===== src/hdl/id_bitmap_allocator_defines.svh =====
// ----------------------------------------------------------------------------
// id_bitmap_allocator_defines.svh
// Assertion macros shared by the identifier allocator sources.
// ----------------------------------------------------------------------------
`ifndef ID_BITMAP_ALLOCATOR_DEFINES_SVH
`define ID_BITMAP_ALLOCATOR_DEFINES_SVH

// Same-cycle implication, gated off during reset.
`define IDBA_ASSERT_SAME(label, clk, rst_n, ante, cons, msg) \
    label: assert property (@(posedge clk) disable iff (!rst_n) (ante) |-> (cons)) \
        else $error(msg);

// Next-cycle implication, gated off during reset.
`define IDBA_ASSERT_NEXT(label, clk, rst_n, ante, cons, msg) \
    label: assert property (@(posedge clk) disable iff (!rst_n) (ante) |=> (cons)) \
        else $error(msg);

`endif


===== src/hdl/idba_pkg.sv =====
// ----------------------------------------------------------------------------
// idba_pkg
// Shared widths, operation codes and types of the identifier allocator.
// ----------------------------------------------------------------------------
package idba_pkg;

    localparam int ID_W   = 8;
    localparam int OP_W   = 3;
    localparam int BIT_W  = 3;
    localparam int BYTE_W = 8;

    // Ids are 8 bits wide, so no more than 32 bytes can ever be addressed.
    localparam int MAX_SCAN_BYTES = 32;

    localparam int DEF_BYTE_COUNT = 32;
    localparam int DEF_INVALID_ID = 0;
    localparam int DEF_PARENT_ID  = 1;
    localparam int DEF_CURRENT_ID = 2;

    localparam logic [BYTE_W-1:0] FULL_BYTE = 8'hff;

    localparam logic [OP_W-1:0] OP_ALLOC_ANY = 3'd0;
    localparam logic [OP_W-1:0] OP_ALLOC_ID  = 3'd1;
    localparam logic [OP_W-1:0] OP_FREE      = 3'd2;
    localparam logic [OP_W-1:0] OP_QUERY     = 3'd3;
    localparam logic [OP_W-1:0] OP_CLEAR     = 3'd4;

    // Result of the shared byte unit.
    typedef struct packed {
        logic              full;
        logic [BIT_W-1:0]  bit_idx;
        logic              sel_bit;
        logic [BYTE_W-1:0] set_byte;
        logic [BYTE_W-1:0] clr_byte;
    } t_byte_res;

    // Control strobes toward the bitmap store.
    typedef struct packed {
        logic rd_en;
        logic wr_en;
        logic wipe;
    } t_mem_ctl;

endpackage


===== src/hdl/idba_byte_unit.sv =====
// ----------------------------------------------------------------------------
// idba_byte_unit
// Shared byte unit: full test, lowest free bit, bit read, set and clear.
// ----------------------------------------------------------------------------
module idba_byte_unit (
    input  logic [idba_pkg::BYTE_W-1:0] i_byte,
    input  logic                        i_find,
    input  logic [idba_pkg::BIT_W-1:0]  i_bit,
    output idba_pkg::t_byte_res         o_res
);
    import idba_pkg::*;

    logic [BIT_W-1:0]  free_bit;
    logic              found;
    logic [BIT_W-1:0]  bit_idx;
    logic [BYTE_W-1:0] mask;

    // Lowest clear bit of the byte.
    always_comb begin
        free_bit = '0;
        found    = 1'b0;
        for (int b = 0; b < BYTE_W; b++) begin
            if (!found && !i_byte[b]) begin
                free_bit = BIT_W'(b);
                found    = 1'b1;
            end
        end
    end

    assign bit_idx = i_find ? free_bit : i_bit;
    assign mask    = BYTE_W'(1) << bit_idx;

    always_comb begin
        o_res.full     = (i_byte == FULL_BYTE);
        o_res.bit_idx  = bit_idx;
        o_res.sel_bit  = i_byte[bit_idx];
        o_res.set_byte = i_byte | mask;
        o_res.clr_byte = i_byte & ~mask;
    end

endmodule


===== src/hdl/idba_bitmap.sv =====
// ----------------------------------------------------------------------------
// idba_bitmap
// Used-bit store: one byte per row, registered read, per-row valid bits.
// A row that is not valid reads as its reset pattern (reserved ids set).
// ----------------------------------------------------------------------------
module idba_bitmap #(
    parameter int DEPTH      = idba_pkg::MAX_SCAN_BYTES,
    parameter int ADDR_W     = 5,
    parameter int INVALID_ID = idba_pkg::DEF_INVALID_ID,
    parameter int PARENT_ID  = idba_pkg::DEF_PARENT_ID,
    parameter int CURRENT_ID = idba_pkg::DEF_CURRENT_ID
) (
    input  logic                        i_clk,
    input  logic                        i_rst_n,
    input  idba_pkg::t_mem_ctl          i_ctl,
    input  logic [ADDR_W-1:0]           i_rd_addr,
    input  logic [ADDR_W-1:0]           i_wr_addr,
    input  logic [idba_pkg::BYTE_W-1:0] i_wr_data,
    output logic [idba_pkg::BYTE_W-1:0] o_rd_data
);
    import idba_pkg::*;

    logic [BYTE_W-1:0] r_mem [DEPTH];
    logic [DEPTH-1:0]  r_valid;
    logic [BYTE_W-1:0] r_rd_byte;
    logic              r_rd_valid;
    logic [ADDR_W-1:0] r_rd_addr;
    logic [BYTE_W-1:0] rst_byte;

    always_ff @(posedge i_clk) begin
        if (i_ctl.wr_en) begin
            r_mem[i_wr_addr] <= i_wr_data;
        end
        if (i_ctl.rd_en) begin
            r_rd_byte  <= r_mem[i_rd_addr];
            r_rd_valid <= r_valid[i_rd_addr];
            r_rd_addr  <= i_rd_addr;
        end
    end

    // Drop every row back to its reset pattern at once on reset or wipe.
    always_ff @(posedge i_clk) begin
        if (!i_rst_n || i_ctl.wipe) begin
            r_valid <= '0;
        end else if (i_ctl.wr_en) begin
            r_valid[i_wr_addr] <= 1'b1;
        end
    end

    always_comb begin
        logic [ID_W-1:0] id;
        id = '0;
        for (int b = 0; b < BYTE_W; b++) begin
            id = ID_W'({r_rd_addr, BIT_W'(b)});
            rst_byte[b] = (id == ID_W'(INVALID_ID)) || (id == ID_W'(PARENT_ID)) ||
                          (id == ID_W'(CURRENT_ID));
        end
    end

    assign o_rd_data = r_rd_valid ? r_rd_byte : rst_byte;

endmodule


===== src/hdl/id_bitmap_allocator.sv =====
// ----------------------------------------------------------------------------
// id_bitmap_allocator
// First-free identifier allocator over a byte-wide used-bit map.
// ----------------------------------------------------------------------------
// Usage:
//   Request beats arrive on s_axis: tuser carries the operation (allocate any,
//   allocate specific, free, query, clear) and tdata the request id. Each beat
//   yields exactly one response beat on m_axis carrying the granted id, ok and
//   is_taken.
//   Path from accept to response valid: allocate-any, and allocate-specific, free
//   and query on an in-range id, pass through the scan state, where allocate-any
//   settles in the first byte k (from 0) with a free bit or at the last byte; clear,
//   unknown, out-of-range requests and a reserved id on allocate-specific or free
//   go straight to the done state. The byte scan reads one map byte per cycle from
//   the store and runs it through the single shared byte unit.
//   The block takes one request at a time: s_axis_tready is high only while
//   idle, so no new beat is taken before the last result leaves the done state.
//   The response sits in an output register; a new request is accepted while
//   it waits. If m_axis_tready stays low, the next finished response waits
//   inside and the block accepts nothing more until the register drains.
//   After reset the map is empty except for the three reserved ids, which
//   read as taken; the map needs no clearing pass.
// ----------------------------------------------------------------------------
module id_bitmap_allocator #(
    parameter int BYTE_COUNT = idba_pkg::DEF_BYTE_COUNT,
    parameter int INVALID_ID = idba_pkg::DEF_INVALID_ID,
    parameter int PARENT_ID  = idba_pkg::DEF_PARENT_ID,
    parameter int CURRENT_ID = idba_pkg::DEF_CURRENT_ID
) (
    input  logic        i_clk,
    input  logic        i_rst_n,
    input  logic        s_axis_tvalid,
    output logic        s_axis_tready,
    input  logic [7:0]  s_axis_tdata,   // [7:0] request_id
    input  logic [2:0]  s_axis_tuser,   // [2:0] operation
    output logic        m_axis_tvalid,
    input  logic        m_axis_tready,
    output logic [15:0] m_axis_tdata    // [7:0] granted_id, [8] ok, [9] is_taken, zero fill
);
    import idba_pkg::*;

    `include "id_bitmap_allocator_defines.svh"

    localparam int SCAN_BYTES = (BYTE_COUNT < MAX_SCAN_BYTES) ? BYTE_COUNT : MAX_SCAN_BYTES;
    localparam int ADDR_W     = (SCAN_BYTES > 1) ? $clog2(SCAN_BYTES) : 1;
    localparam int ID_LIMIT   = SCAN_BYTES * 8;

    localparam logic [ADDR_W-1:0] LAST_IDX = ADDR_W'(SCAN_BYTES - 1);
    localparam logic [ID_W-1:0]   INV_ID   = ID_W'(INVALID_ID);

    localparam logic [1:0] ST_IDLE = 2'd0;
    localparam logic [1:0] ST_SCAN = 2'd1;
    localparam logic [1:0] ST_DONE = 2'd2;

    logic [1:0]        r_state, n_state;
    logic [OP_W-1:0]   r_op, n_op;
    logic [ID_W-1:0]   r_id, n_id;
    logic [ADDR_W-1:0] r_idx, n_idx;
    logic              r_issued, n_issued;
    logic              r_pend, n_pend;
    logic [ADDR_W-1:0] r_pend_idx, n_pend_idx;
    logic [ID_W-1:0]   r_res_gid, n_res_gid;
    logic              r_res_ok, n_res_ok;
    logic              r_res_taken, n_res_taken;
    logic              r_out_valid, n_out_valid;
    logic [ID_W-1:0]   r_out_gid, n_out_gid;
    logic              r_out_ok, n_out_ok;
    logic              r_out_taken, n_out_taken;

    t_mem_ctl          mem_ctl;
    logic [BYTE_W-1:0] rd_data;
    logic [BYTE_W-1:0] wr_data;
    t_byte_res         byte_res;
    logic              in_range;
    logic              reserved;

    idba_bitmap #(
        .DEPTH      (SCAN_BYTES),
        .ADDR_W     (ADDR_W),
        .INVALID_ID (INVALID_ID),
        .PARENT_ID  (PARENT_ID),
        .CURRENT_ID (CURRENT_ID)
    ) u_bitmap (
        .i_clk     (i_clk),
        .i_rst_n   (i_rst_n),
        .i_ctl     (mem_ctl),
        .i_rd_addr (r_idx),
        .i_wr_addr (r_pend_idx),
        .i_wr_data (wr_data),
        .o_rd_data (rd_data)
    );

    idba_byte_unit u_byte_unit (
        .i_byte (rd_data),
        .i_find (r_op == OP_ALLOC_ANY),
        .i_bit  (r_id[BIT_W-1:0]),
        .o_res  (byte_res)
    );

    assign in_range = ({1'b0, s_axis_tdata} < 9'(ID_LIMIT));
    assign reserved = (s_axis_tdata == ID_W'(INVALID_ID)) ||
                      (s_axis_tdata == ID_W'(PARENT_ID)) ||
                      (s_axis_tdata == ID_W'(CURRENT_ID));
    assign wr_data  = (r_op == OP_FREE) ? byte_res.clr_byte : byte_res.set_byte;

    always_comb begin
        n_state     = r_state;
        n_op        = r_op;
        n_id        = r_id;
        n_idx       = r_idx;
        n_issued    = r_issued;
        n_pend      = r_pend;
        n_pend_idx  = r_pend_idx;
        n_res_gid   = r_res_gid;
        n_res_ok    = r_res_ok;
        n_res_taken = r_res_taken;
        n_out_valid = r_out_valid;
        n_out_gid   = r_out_gid;
        n_out_ok    = r_out_ok;
        n_out_taken = r_out_taken;
        mem_ctl     = '0;

        if (r_out_valid && m_axis_tready) begin
            n_out_valid = 1'b0;
        end

        case (r_state)
            ST_IDLE: begin
                if (s_axis_tvalid) begin
                    n_op        = s_axis_tuser;
                    n_id        = s_axis_tdata;
                    n_res_gid   = INV_ID;
                    n_res_ok    = 1'b0;
                    n_res_taken = 1'b0;
                    n_pend      = 1'b0;
                    n_issued    = 1'b0;
                    n_idx       = ADDR_W'(s_axis_tdata >> BIT_W);
                    n_state     = ST_DONE;
                    case (s_axis_tuser)
                        OP_ALLOC_ANY: begin
                            n_idx   = '0;
                            n_state = ST_SCAN;
                        end
                        OP_ALLOC_ID, OP_FREE: begin
                            if (in_range && !reserved) begin
                                n_state = ST_SCAN;
                            end
                        end
                        OP_QUERY: begin
                            if (in_range) begin
                                n_state = ST_SCAN;
                            end
                        end
                        OP_CLEAR: begin
                            mem_ctl.wipe = 1'b1;
                            n_res_ok     = 1'b1;
                        end
                        default: begin
                            n_state = ST_DONE;
                        end
                    endcase
                end
            end
            ST_SCAN: begin
                // Issue side: one byte read per cycle, the scan walks upward.
                if (!r_issued) begin
                    mem_ctl.rd_en = 1'b1;
                    n_pend        = 1'b1;
                    n_pend_idx    = r_idx;
                    if (r_op != OP_ALLOC_ANY || r_idx == LAST_IDX) begin
                        n_issued = 1'b1;
                    end else begin
                        n_idx = r_idx + 1'b1;
                    end
                end else begin
                    n_pend = 1'b0;
                end
                // Examine side: the byte read last cycle.
                if (r_pend) begin
                    case (r_op)
                        OP_ALLOC_ANY: begin
                            if (!byte_res.full) begin
                                mem_ctl.wr_en = 1'b1;
                                n_res_gid     = ID_W'({r_pend_idx, byte_res.bit_idx});
                                n_res_ok      = 1'b1;
                                n_state       = ST_DONE;
                            end else if (r_pend_idx == LAST_IDX) begin
                                n_state = ST_DONE;
                            end
                        end
                        OP_ALLOC_ID: begin
                            if (!byte_res.sel_bit) begin
                                mem_ctl.wr_en = 1'b1;
                                n_res_gid     = r_id;
                                n_res_ok      = 1'b1;
                            end
                            n_state = ST_DONE;
                        end
                        OP_FREE: begin
                            if (byte_res.sel_bit) begin
                                mem_ctl.wr_en = 1'b1;
                                n_res_gid     = r_id;
                                n_res_ok      = 1'b1;
                            end
                            n_state = ST_DONE;
                        end
                        OP_QUERY: begin
                            n_res_gid   = r_id;
                            n_res_ok    = 1'b1;
                            n_res_taken = byte_res.sel_bit;
                            n_state     = ST_DONE;
                        end
                        default: begin
                            n_state = ST_DONE;
                        end
                    endcase
                end
            end
            ST_DONE: begin
                // Hold the result until the output register is free.
                if (!r_out_valid || m_axis_tready) begin
                    n_out_valid = 1'b1;
                    n_out_gid   = r_res_gid;
                    n_out_ok    = r_res_ok;
                    n_out_taken = r_res_taken;
                    n_state     = ST_IDLE;
                end
            end
            default: begin
                n_state = ST_IDLE;
            end
        endcase
    end

    always_ff @(posedge i_clk) begin
        if (!i_rst_n) begin
            r_state     <= ST_IDLE;
            r_issued    <= 1'b0;
            r_pend      <= 1'b0;
            r_out_valid <= 1'b0;
        end else begin
            r_state     <= n_state;
            r_issued    <= n_issued;
            r_pend      <= n_pend;
            r_out_valid <= n_out_valid;
        end
    end

    always_ff @(posedge i_clk) begin
        r_op        <= n_op;
        r_id        <= n_id;
        r_idx       <= n_idx;
        r_pend_idx  <= n_pend_idx;
        r_res_gid   <= n_res_gid;
        r_res_ok    <= n_res_ok;
        r_res_taken <= n_res_taken;
        r_out_gid   <= n_out_gid;
        r_out_ok    <= n_out_ok;
        r_out_taken <= n_out_taken;
    end

    assign s_axis_tready = (r_state == ST_IDLE);
    assign m_axis_tvalid = r_out_valid;
    assign m_axis_tdata  = {6'b0, r_out_taken, r_out_ok, r_out_gid};

    `IDBA_ASSERT_NEXT(a_busy_after_accept, i_clk, i_rst_n, s_axis_tvalid && s_axis_tready,
        r_state != ST_IDLE, "allocator stayed idle after accepting a beat")
    `IDBA_ASSERT_SAME(a_write_only_on_examine, i_clk, i_rst_n, mem_ctl.wr_en,
        (r_state == ST_SCAN) && r_pend, "map write outside a byte examine")
    `IDBA_ASSERT_SAME(a_no_write_on_wipe, i_clk, i_rst_n, mem_ctl.wipe,
        !mem_ctl.wr_en && !mem_ctl.rd_en, "map access during wipe")
    `IDBA_ASSERT_SAME(a_fail_gives_invalid, i_clk, i_rst_n, r_out_valid && !r_out_ok,
        r_out_gid == INV_ID, "failed response without the invalid id")
    `IDBA_ASSERT_SAME(a_taken_needs_ok, i_clk, i_rst_n, r_out_valid && r_out_taken,
        r_out_ok, "taken flag on a failed response")
    `IDBA_ASSERT_NEXT(a_done_drains, i_clk, i_rst_n, (r_state == ST_DONE) && m_axis_tready,
        m_axis_tvalid && (r_state == ST_IDLE), "finished result not moved to output")

endmodule

===== config.mk =====
export PLATFORM = sky130hd
export DESIGN_NAME = id_bitmap_allocator
export DESIGN_NICKNAME = d
export VERILOG_FILES = /design/src/hdl/idba_pkg.sv /design/src/hdl/idba_byte_unit.sv /design/src/hdl/idba_bitmap.sv /design/src/hdl/id_bitmap_allocator.sv
export VERILOG_INCLUDE_DIRS = /design/src /design/src/hdl
export SDC_FILE = /design/constraint.sdc
export NUM_CORES = 1
export LEC_CHECK = 0
export BUFFER_PORTS_ARGS = -buffer_cell sky130_fd_sc_hd__buf_2
export CAP_MARGIN = 0
export CORE_ASPECT_RATIO = 1.1
export CORE_UTILIZATION = 56
export DETAILED_ROUTE_END_ITERATION = 10
export PLACE_DENSITY = 0.84
export SETUP_SLACK_MARGIN = 0.1
export SLEW_MARGIN = 10
export SYNTH_ARGS = -nofsm -noshare
export SYNTH_HDL_FRONTEND = slang
export SYNTH_HIERARCHICAL = 1
export SYNTH_SLANG_ARGS = --single-unit

===== constraint.sdc =====
create_clock -name i_clk -period 12.94 [get_ports i_clk]
set_input_delay 1.294 -clock i_clk [delete_from_list [all_inputs] [get_ports i_clk]]
set_output_delay 1.294 -clock i_clk [all_outputs]
set_load 0.01 [all_outputs]

Word-level counts from Yosys, hierarchy flattened
Memories as Yosys holds them, arrays and structs flattened. A register that Yosys moved wholly into a read port is not among the register bits.
Cells that the tools add are included.
W data, S select, Z words.

word-level totals
  memories = 1
  bits in registers = 84
  bits in writable memories = 256
  bits of input ports = 15
  word-level logic and storage cells = 174
  output and inout port bits = 18

cells by class
  add/subtract/negate cells = 1
  reduce and logical (&&, ||, !) cells = 46
  bitwise gates (word level) = 5
  magnitude comparators = 4
  mux-type cells = 74
  equal/unequal tests = 25
  shift-type cells = 1

memory list
  name            depth  width  rd ports  clocked after Yosys merged registers in  wr ports  line               source
  u_bitmap.r_mem  32     8      1         1                                        1         idba_bitmap.sv:23  logic [BYTE_W-1:0] r_mem [DEPTH];

operators with widths
  cell                  number
  $mux W8               7
  $mux W1               34
  $or A32 B32 Y32       1
  $pmux W8 S4           1
  $mux W3               7
  $mux W5               4
  $mux W2               8
  $pmux W8 S2           1
  $logic_not A1 Y1      15
  $eq A3 B2 Y1 const B  4
  $lt A5 B6 Y1 const B  2
  $reduce_and A4 Y1     3
  $eq A5 B5 Y1 const B  2
  $ne A2 B2 Y1 const B  5
  $pmux W5 S2           1
  $logic_and A1 B1 Y1   9
  $ne A3 B3 Y1 const B  3
  $and A8 B8 Y8         1
  $eq A8 B1 Y1 const B  1
  $eq A8 B2 Y1 const B  1
  $eq A8 B8 Y1 const B  1
  $logic_not A8 Y1      1
  $not A8 Y8            1
  $or A8 B8 Y8          1
  29 further kinds      42

Logic depth before layout (Yosys ltp)
Gate-level depths: netlist (run 1).

  depth after elaboration = 32
  mapped depth = 15
  mapped depth without buffers = 14

Modules after synthesis
The synthesis (run 1) kept the hierarchy.

modules (own cells, without submodules)
  module               cells each  area each (um^2)  seq. area each (um^2)  instances
  idba_bitmap          518         11529.8           8748.4                 1
  id_bitmap_allocator  165         2093.3            1331.3                 1
  idba_byte_unit       66          450.4             0.0                    1

Worst setup path after synthesis (run 1)
OpenSTA, ideal clock, no wires.

  path kind = register to register
  start point = reg u_bitmap.r_rd_valid
  end point = mem u_bitmap.r_mem[0][0] (enable)
  setup slack = 8.769 ns
  clock period less this slack = 4.171 ns
  data arrival time = 3.798 ns
  data required time = 12.566 ns
  buffers on the path = 1
  stages on the path, launching flop included = 15
  library setup time = 0.374 ns
  path through = edfxtp_1 > nor4_1 > nand2_1 > nand2_1 > and4_4 > nand2_1 > nor3_2 > nor3_4 > inv_2 > mux2_4 > mux2_1 > a2111oi_1 > or3b_2 > clkbuf_1 > nor2_1

RTL lines
  element                 line               source
  from (decl)             idba_bitmap.sv:26  logic r_rd_valid;
  from (signal assigned)  idba_bitmap.sv:36  r_rd_valid <= r_valid[i_rd_addr];
  to (decl)               idba_bitmap.sv:23

==> metrics, run 1 <==
cell count after synthesis between 700 and 800; post_cts resized 0; Max VDD drop approximately 95 uV; worst-path fanout max 13; syn avg cell area ~19 sq um; ys async rst share 0%; CTS tree yes; r2r startpoint r_op[0]; CP startpoint kind register; Vias 7293; flops & latches, synth between 300 and 400; RD Place Congestion about 0.9; first-pass GRT wire length about 45000 microns; final instance count without filler cells 1120; hold buffer count at CTS 0; nets 800; reg2reg setup slack 7520 ps; area delta synth->final 11.6%; count leader, synth edfxtp_1; largest family of logic cells by synthesized area multiplexers; Core Rows 60; Die X-Extent between 150 and 200 microns; H-tree Lvls 2; fin crit share approximately two fifths; IO Port Bufs 26; clk_skew roughly 21 ps; number of synthesis warnings 6; Initial DRC Count between 700 and 800; GRT overflow 0; Cell Pwr Density roughly 160 nW/um^2; Finish-stage setup viols 0; Hold EP r_out_ok; I/O pin cnt 33; clock root buffer clkbuf_16; GRT Util Overall a little under a quarter; aggregate routed wire length 29300 microns; core area 24500 sq um; DPL Wire Length ~17000 microns; max-slew violations 0; DIE AREA around 26000 sq um; Final Cell Area roughly 16000 sq um; remaining antenna violation count after routing 0; First-pass DRT Iterations 5; Leakage Power between 0.005 and 0.006 uW; layout cell share with drive strength beyond 1 a little over a quarter; clk buf depth 3; antenna violations before repair 0; Fill cells around 1600; FMAX between 0.15 and 0.2 GHz; number of synthesized flops with an enable pin roughly 310; Hold Path Stages 0; sequential share of the synthesized area 71.6%; detailed-route DRC error count 0; Sink Count 348; Post-DP Area about 14000 sq um; final hold violation count 0; CTS buffer count 35; multiplexer area fraction after synthesis between 10% and 20%; r2r endpoint u_bitmap/r_mem[3][2]; vias per cell approximately 6.5; Synth Area in Adders less than 1%; clock-pin slew on the worst setup and hold paths approximately 60 ps; Post-CTS Setup Bufs 0; clk_lat worst skew between 500 and 600 ps; setup TNS 0 ps; simple-gate share of the synthesized area under 10%; commonest cells in the netlist edfxtp_1, mux4_2, nor2_1; R2R cell count 10; largest net degree at the start of global routing between 70 and 80; DP Cell Count around 1100; vias in the first global route ~7300; Slew HR a little over an eighth; mapped cell area 14100 sq um; Synth area leader edfxtp_1; Hold Path Class register to register; Worst Tran Pin Value ~1300 ps; top cells by area, synth edfxtp_1, mux4_2, dfxtp_1, o21a_1, nor2_1; CP Capture Type register; crit path DAT between 5000 and 6000 ps; WL per Instance roughly 26 microns; Util after Layout between 60% and 70%; RSZ-0062 raised after global routing false; post-synth top area share roughly two thirds; die height between 150 and 200 microns; max cap viols 0; post-route minimum period approximately 5400 ps; status finished, final reports clean; Compound-Gate Fraction of Synth Area under 10%; Synth Area in XOR/XNOR 0.187%; ant diodes 0; Synth Flop Type edfxtp_1; Worst Hold Launch r_res_ok; synth unique cells between 60 and 70; kind of critical path register to register; Req. time, crit path 13070 ps; Initial Util ~57%
[report_power, final]
part           switching (uW)  internal [uW]
combinational             123           81.0
sequential               12.7           1260
clock                     414            670
total                     550           2010
[flip-flops by register name (all words and copies together) (netlist names)]
register	flops
r_op	3
r_issued	1
r_state	2
r_out_ok	1
u_bitmap/r_rd_addr	5
r_id	8
r_out_taken	1
r_out_gid	8
u_bitmap/r_valid	32
r_res_ok	1
u_bitmap/r_rd_valid	1
r_idx	5
r_res_gid	8
u_bitmap/r_rd_byte	8
r_pend_idx	5
r_res_taken	1
r_pend	1
m_axis_tvalid	1
u_bitmap/r_mem	256
[metal layers]
layer / up-vias / global-route usage [%] / part of all wire [%]
li1: 3068 / - / -
met2: 396 / 38.3 / 49
met1: 3763 / 31.7 / 39
met5: - / 0 / 0
met4: 0 / 10.6 / 4.0
met3: 66 / 4.66 / 8.2
[worst max path at each step]
| stage | from | end |
|---|---|---|
| floorplan | u_bitmap/r_rd_valid | u_bitmap/r_mem[0][0] |
| finish | r_op[0] | u_bitmap/r_mem[3][2] |
| detailed placement | r_op[0] | u_bitmap/r_mem[2][3] |
| global route | u_bitmap/r_rd_valid | u_bitmap/r_mem[7][5] |
| CTS | r_op[0] | u_bitmap/r_mem[3][2] |
| global placement | r_op[2] | u_bitmap/r_mem[16][1] |
[cell type report]
type                            instances  area (sq um)  share of cell area [%]
Timing Repair Buffer                   34           190                    1.21
Multi-Input combinational cell        358          3750                    23.9
Tap cell                              310           388                    2.47
Clock inverter                         15           223                    1.42
Sequential cell                       348         10100                    64.2
Inverter                                6          22.5                   0.143
Clock buffer                           49          1050                    6.68
[layout by cell type (no fill, tap or decap), types with 4 or more instances in the layout]
master	count
dfxtp_1	37
mux2_1	9
nor2b_1	10
nand2b_1	4
clkbuf_16	36
bufinv_16	5
inv_1	4
conb_1	6
o21ai_0	6
a21o_1	4
nand3b_1	6
edfxtp_1	311
clkbuf_8	10
mux2_2	9
nor2_1	48
or3b_2	4
nand2_1	37
o21a_1	37
mux4_2	90
a21oi_1	18
buf_2	26
and2_1	6
buf_4	8
nand3_1	7
[metrics by stage]
| step | setup WS [ps] | total power (uW) | hold WS (ps) |
|---|---|---|---|
| global route | 7220 | 2630 | 422 |
| floorplan | 8770 | 1440 | 400 |
| detailed placement | 7780 | 1500 | 405 |
| global placement | 7950 | 1490 | 401 |
| CTS | 7530 | 2570 | 420 |
| finish | 7520 | 2560 | 419 |
[kinds of logic (layout without fill, tap and decap cells)]
logic type,count (synthesis),in the layout
DFF,348,348
and+or+nand+nor,148,148
muxes,110,110
AOI/OAI and AO/OA,89,89
buffers and inverters,48,104
xor gates and xnor gates,3,3
adders and majority gates,2,2
other,1,6
[worst max-delay path: stages, from the launching register on]
cell and delay (ps):
edfxtp_1 490, nor3_2 780, nand3_2 200, and2_4 230
or3_1 350, a31oi_1 170, mux2_4 190, mux2_1 320
a2111oi_1 770, nand3_1 660, nor2_1 870
Power figures use the tool's default switching activity.
==> run 2, diff against run 1 <==
==> constraint.sdc (replaced) <==
create_clock -name i_clk -period 5.25 [get_ports i_clk]
set_input_delay 0.525 -clock i_clk [delete_from_list [all_inputs] [get_ports i_clk]]
set_output_delay 0.525 -clock i_clk [all_outputs]
set_load 0.01 [all_outputs]
==> run 2 against run 1 <==
  * Die area unchanged
  * Via count increased by 2.2%
  * Worst setup slack got worse by 7100 ps
  * Largest cell class unchanged
==> metrics, run 2 (synthesized netlist as in run 1, its figures left out) <==
Regs by FF count u_bitmap/r_mem: 256 flops, u_bitmap/r_valid: 32 flops (unchanged); antenna violations before repair 0 (unchanged); ant diodes 0 (unchanged); Leakage Power 0.00526 uW (was 0.00511 uW); First-pass DRT Iterations 6 (was 5); GRT overflow 0 (unchanged); clock root buffer clkbuf_16 (unchanged); CP startpoint kind register (unchanged); aggregate routed wire length 30300 microns (was 29300 microns); worst-path fanout max 11 (was 13); layout cell share with drive strength beyond 1 29.0% (was 26.3%); max-slew violations 0 (unchanged); clk_skew 29.2 ps (was 21.0 ps); CP Capture Type register (unchanged); vias per cell 6.45 (was 6.51); Critical Path Slowest Stage Cell or3b_2 (was nor2_1); max cap viols 0 (unchanged); core area 24500 sq um (unchanged); setup TNS 0 ps (unchanged); H-tree Lvls 2 (unchanged); Slew HR 20.8% (was 13.5%); Core Rows 60 (unchanged); Buf+Inv Stages, Crit Path 1 (was 0); worst-path cell chain nor4_1 -> nand2_1 -> nand2_1 -> and4_4 -> nand2_1 -> nor3_2 -> nor3_4 -> inv_2 -> mux2_4 -> mux2_1 -> a2111oi_2 -> or3b_2 -> nor2_1 (was nor3_2 -> nand3_2 -> and2_4 -> or3_1 -> a31oi_1 -> mux2_4 -> mux2_1 -> a2111oi_1 -> nand3_1 -> nor2_1); RD Place Congestion 0.874 (was 0.896); crit path DAT 4990 ps (was 5550 ps); most frequent cells in the layout edfxtp_1, mux4_2, nor2_1, buf_4 (was edfxtp_1, mux4_2, nor2_1); remaining antenna violation count after routing 0 (unchanged); clk buf depth 3 (unchanged); met2 Resource Use GR 41.3% (was 38.3%); clk_lat worst skew 530 ps (was 520 ps); Die X-Extent 153 microns (unchanged); Top reg by flops u_bitmap/r_mem (unchanged); Sink Count 348 (unchanged); Cell Pwr Density 392 nW/um^2 (was 163 nW/um^2); Initial Util 57.3% (unchanged); grt met3 use 4.48% (was 4.66%); nets 835 (was 800); GRT Util Overall 24.5% (was 23.8%); IO Port Bufs 26 (unchanged); M1 GR Usage 31.3% (was 31.7%); Finish-stage setup viols 0 (unchanged); critical path's top delay family simple AND/OR/NAND/NOR gates (unchanged); RSZ-0062 raised after global routing false (unchanged); WL per Instance 26.3 microns (was 26.1 microns); clock-pin slew on the worst setup and hold paths 60 ps (about the same); r2r startpoint u_bitmap/r_rd_valid (was r_op[0]); area delta synth->final 13.3% (was 11.6%); Worst Hold Launch s_axis_tdata[2] (was r_res_ok); reg2reg setup slack 420 ps (was 7520 ps); Initial DRC Count 834 (was 787); FMAX 0.207 GHz (was 0.185 GHz); largest net degree at the start of global routing 62 (was 78); detailed-route DRC error count 0 (unchanged); I/O pin cnt 33 (unchanged); Largest register FFs 256 (unchanged); Vias 7453 (was 7293); final hold violation count 0 (unchanged); Req. time, crit path 5410 ps (was 13070 ps); max incr delay on CP 650 ps (was 870 ps); die height 168 microns (unchanged); crit path from u_bitmap/r_rd_valid (was r_op[0]); Max VDD drop 206 uV (was 95.1 uV); Pwr Total 6250 uW (was 2560 uW); kind of critical path register to register (unchanged); CTS tree yes (unchanged); Worst Tran Pin Value 1190 ps (was 1300 ps); first-pass GRT wire length 45600 microns (was 45000 microns); Crit path top cell by count nand2_1; post-route minimum period 4830 ps (was 5420 ps); Hold Path Class input pin to register (was register to register); vias in the first global route 7477 (was 7323); DPL Wire Length 18200 microns (was 17100 microns); fin crit share 92.1% (was 41.9%); DIE AREA 25800 sq um (unchanged); layer with the highest usage met2 (unchanged); commonest non-fill, non-tap cell in the layout edfxtp_1 (unchanged); status finished, final reports clean (unchanged); Post-CTS Setup Bufs 0 (unchanged); CTS buffer count 35 (unchanged)
## run 2: stage by stage
stage | hold WS [ps] | instances | utilization [%] | setup slack, ps | cell area, sq um
CTS | 217 | 1155 | 64.9 | 148 | 15900
floorplan | 400 | 754 | - | 1080 | 14100
finish | 229 | 1155 | 64.9 | 416 | 15900
global placement | 403 | 1091 | 60.0 | 485 | 14700
detailed placement | 407 | 1091 | 60.0 | 242 | 14700
global route | 224 | 1155 | 64.9 | 198 | 15900
## run 2: timing repair
item	CTS	global route
setup endpoints to repair	0	31
hold buffers	0	0
gates resized for setup	0	2
## run 2: path summary, 6_finish.rpt
path         cells after the start               endpoint
max reg2reg                     13  u_bitmap/r_mem[20][5]
max                             13  u_bitmap/r_mem[20][5]
min                              1                r_id[2]
min reg2reg                      0           r_out_gid[5]
## run 2: area by class of cell
cell class | count | area [sq um]
Tap cell | 310 | 388
Multi-Input combinational cell | 358 | 3760
Sequential cell | 348 | 10100
Inverter | 6 | 22.5
Timing Repair Buffer | 69 | 490
Fill cell | 1515 | 8600
Clock buffer | 42 | 923
Clock inverter | 22 | 282
## run 2: routing by layer
layer | vias up | part of all wire, % | routed length, microns
li1 | 3143 | - | -
met1 | 3833 | 37 | 11300
met2 | 399 | 50 | 15200
met3 | 78 | 8.2 | 2480
met4 | 0 | 4.3 | 1310
met5 | - | 0 | 0
## run 2: power breakdown
part,internal [uW],total (uW),switching [uW]
logic,207,503,296
registers,3110,3150,43.5
clock network,1560,2600,1030
total,4880,6250,1370
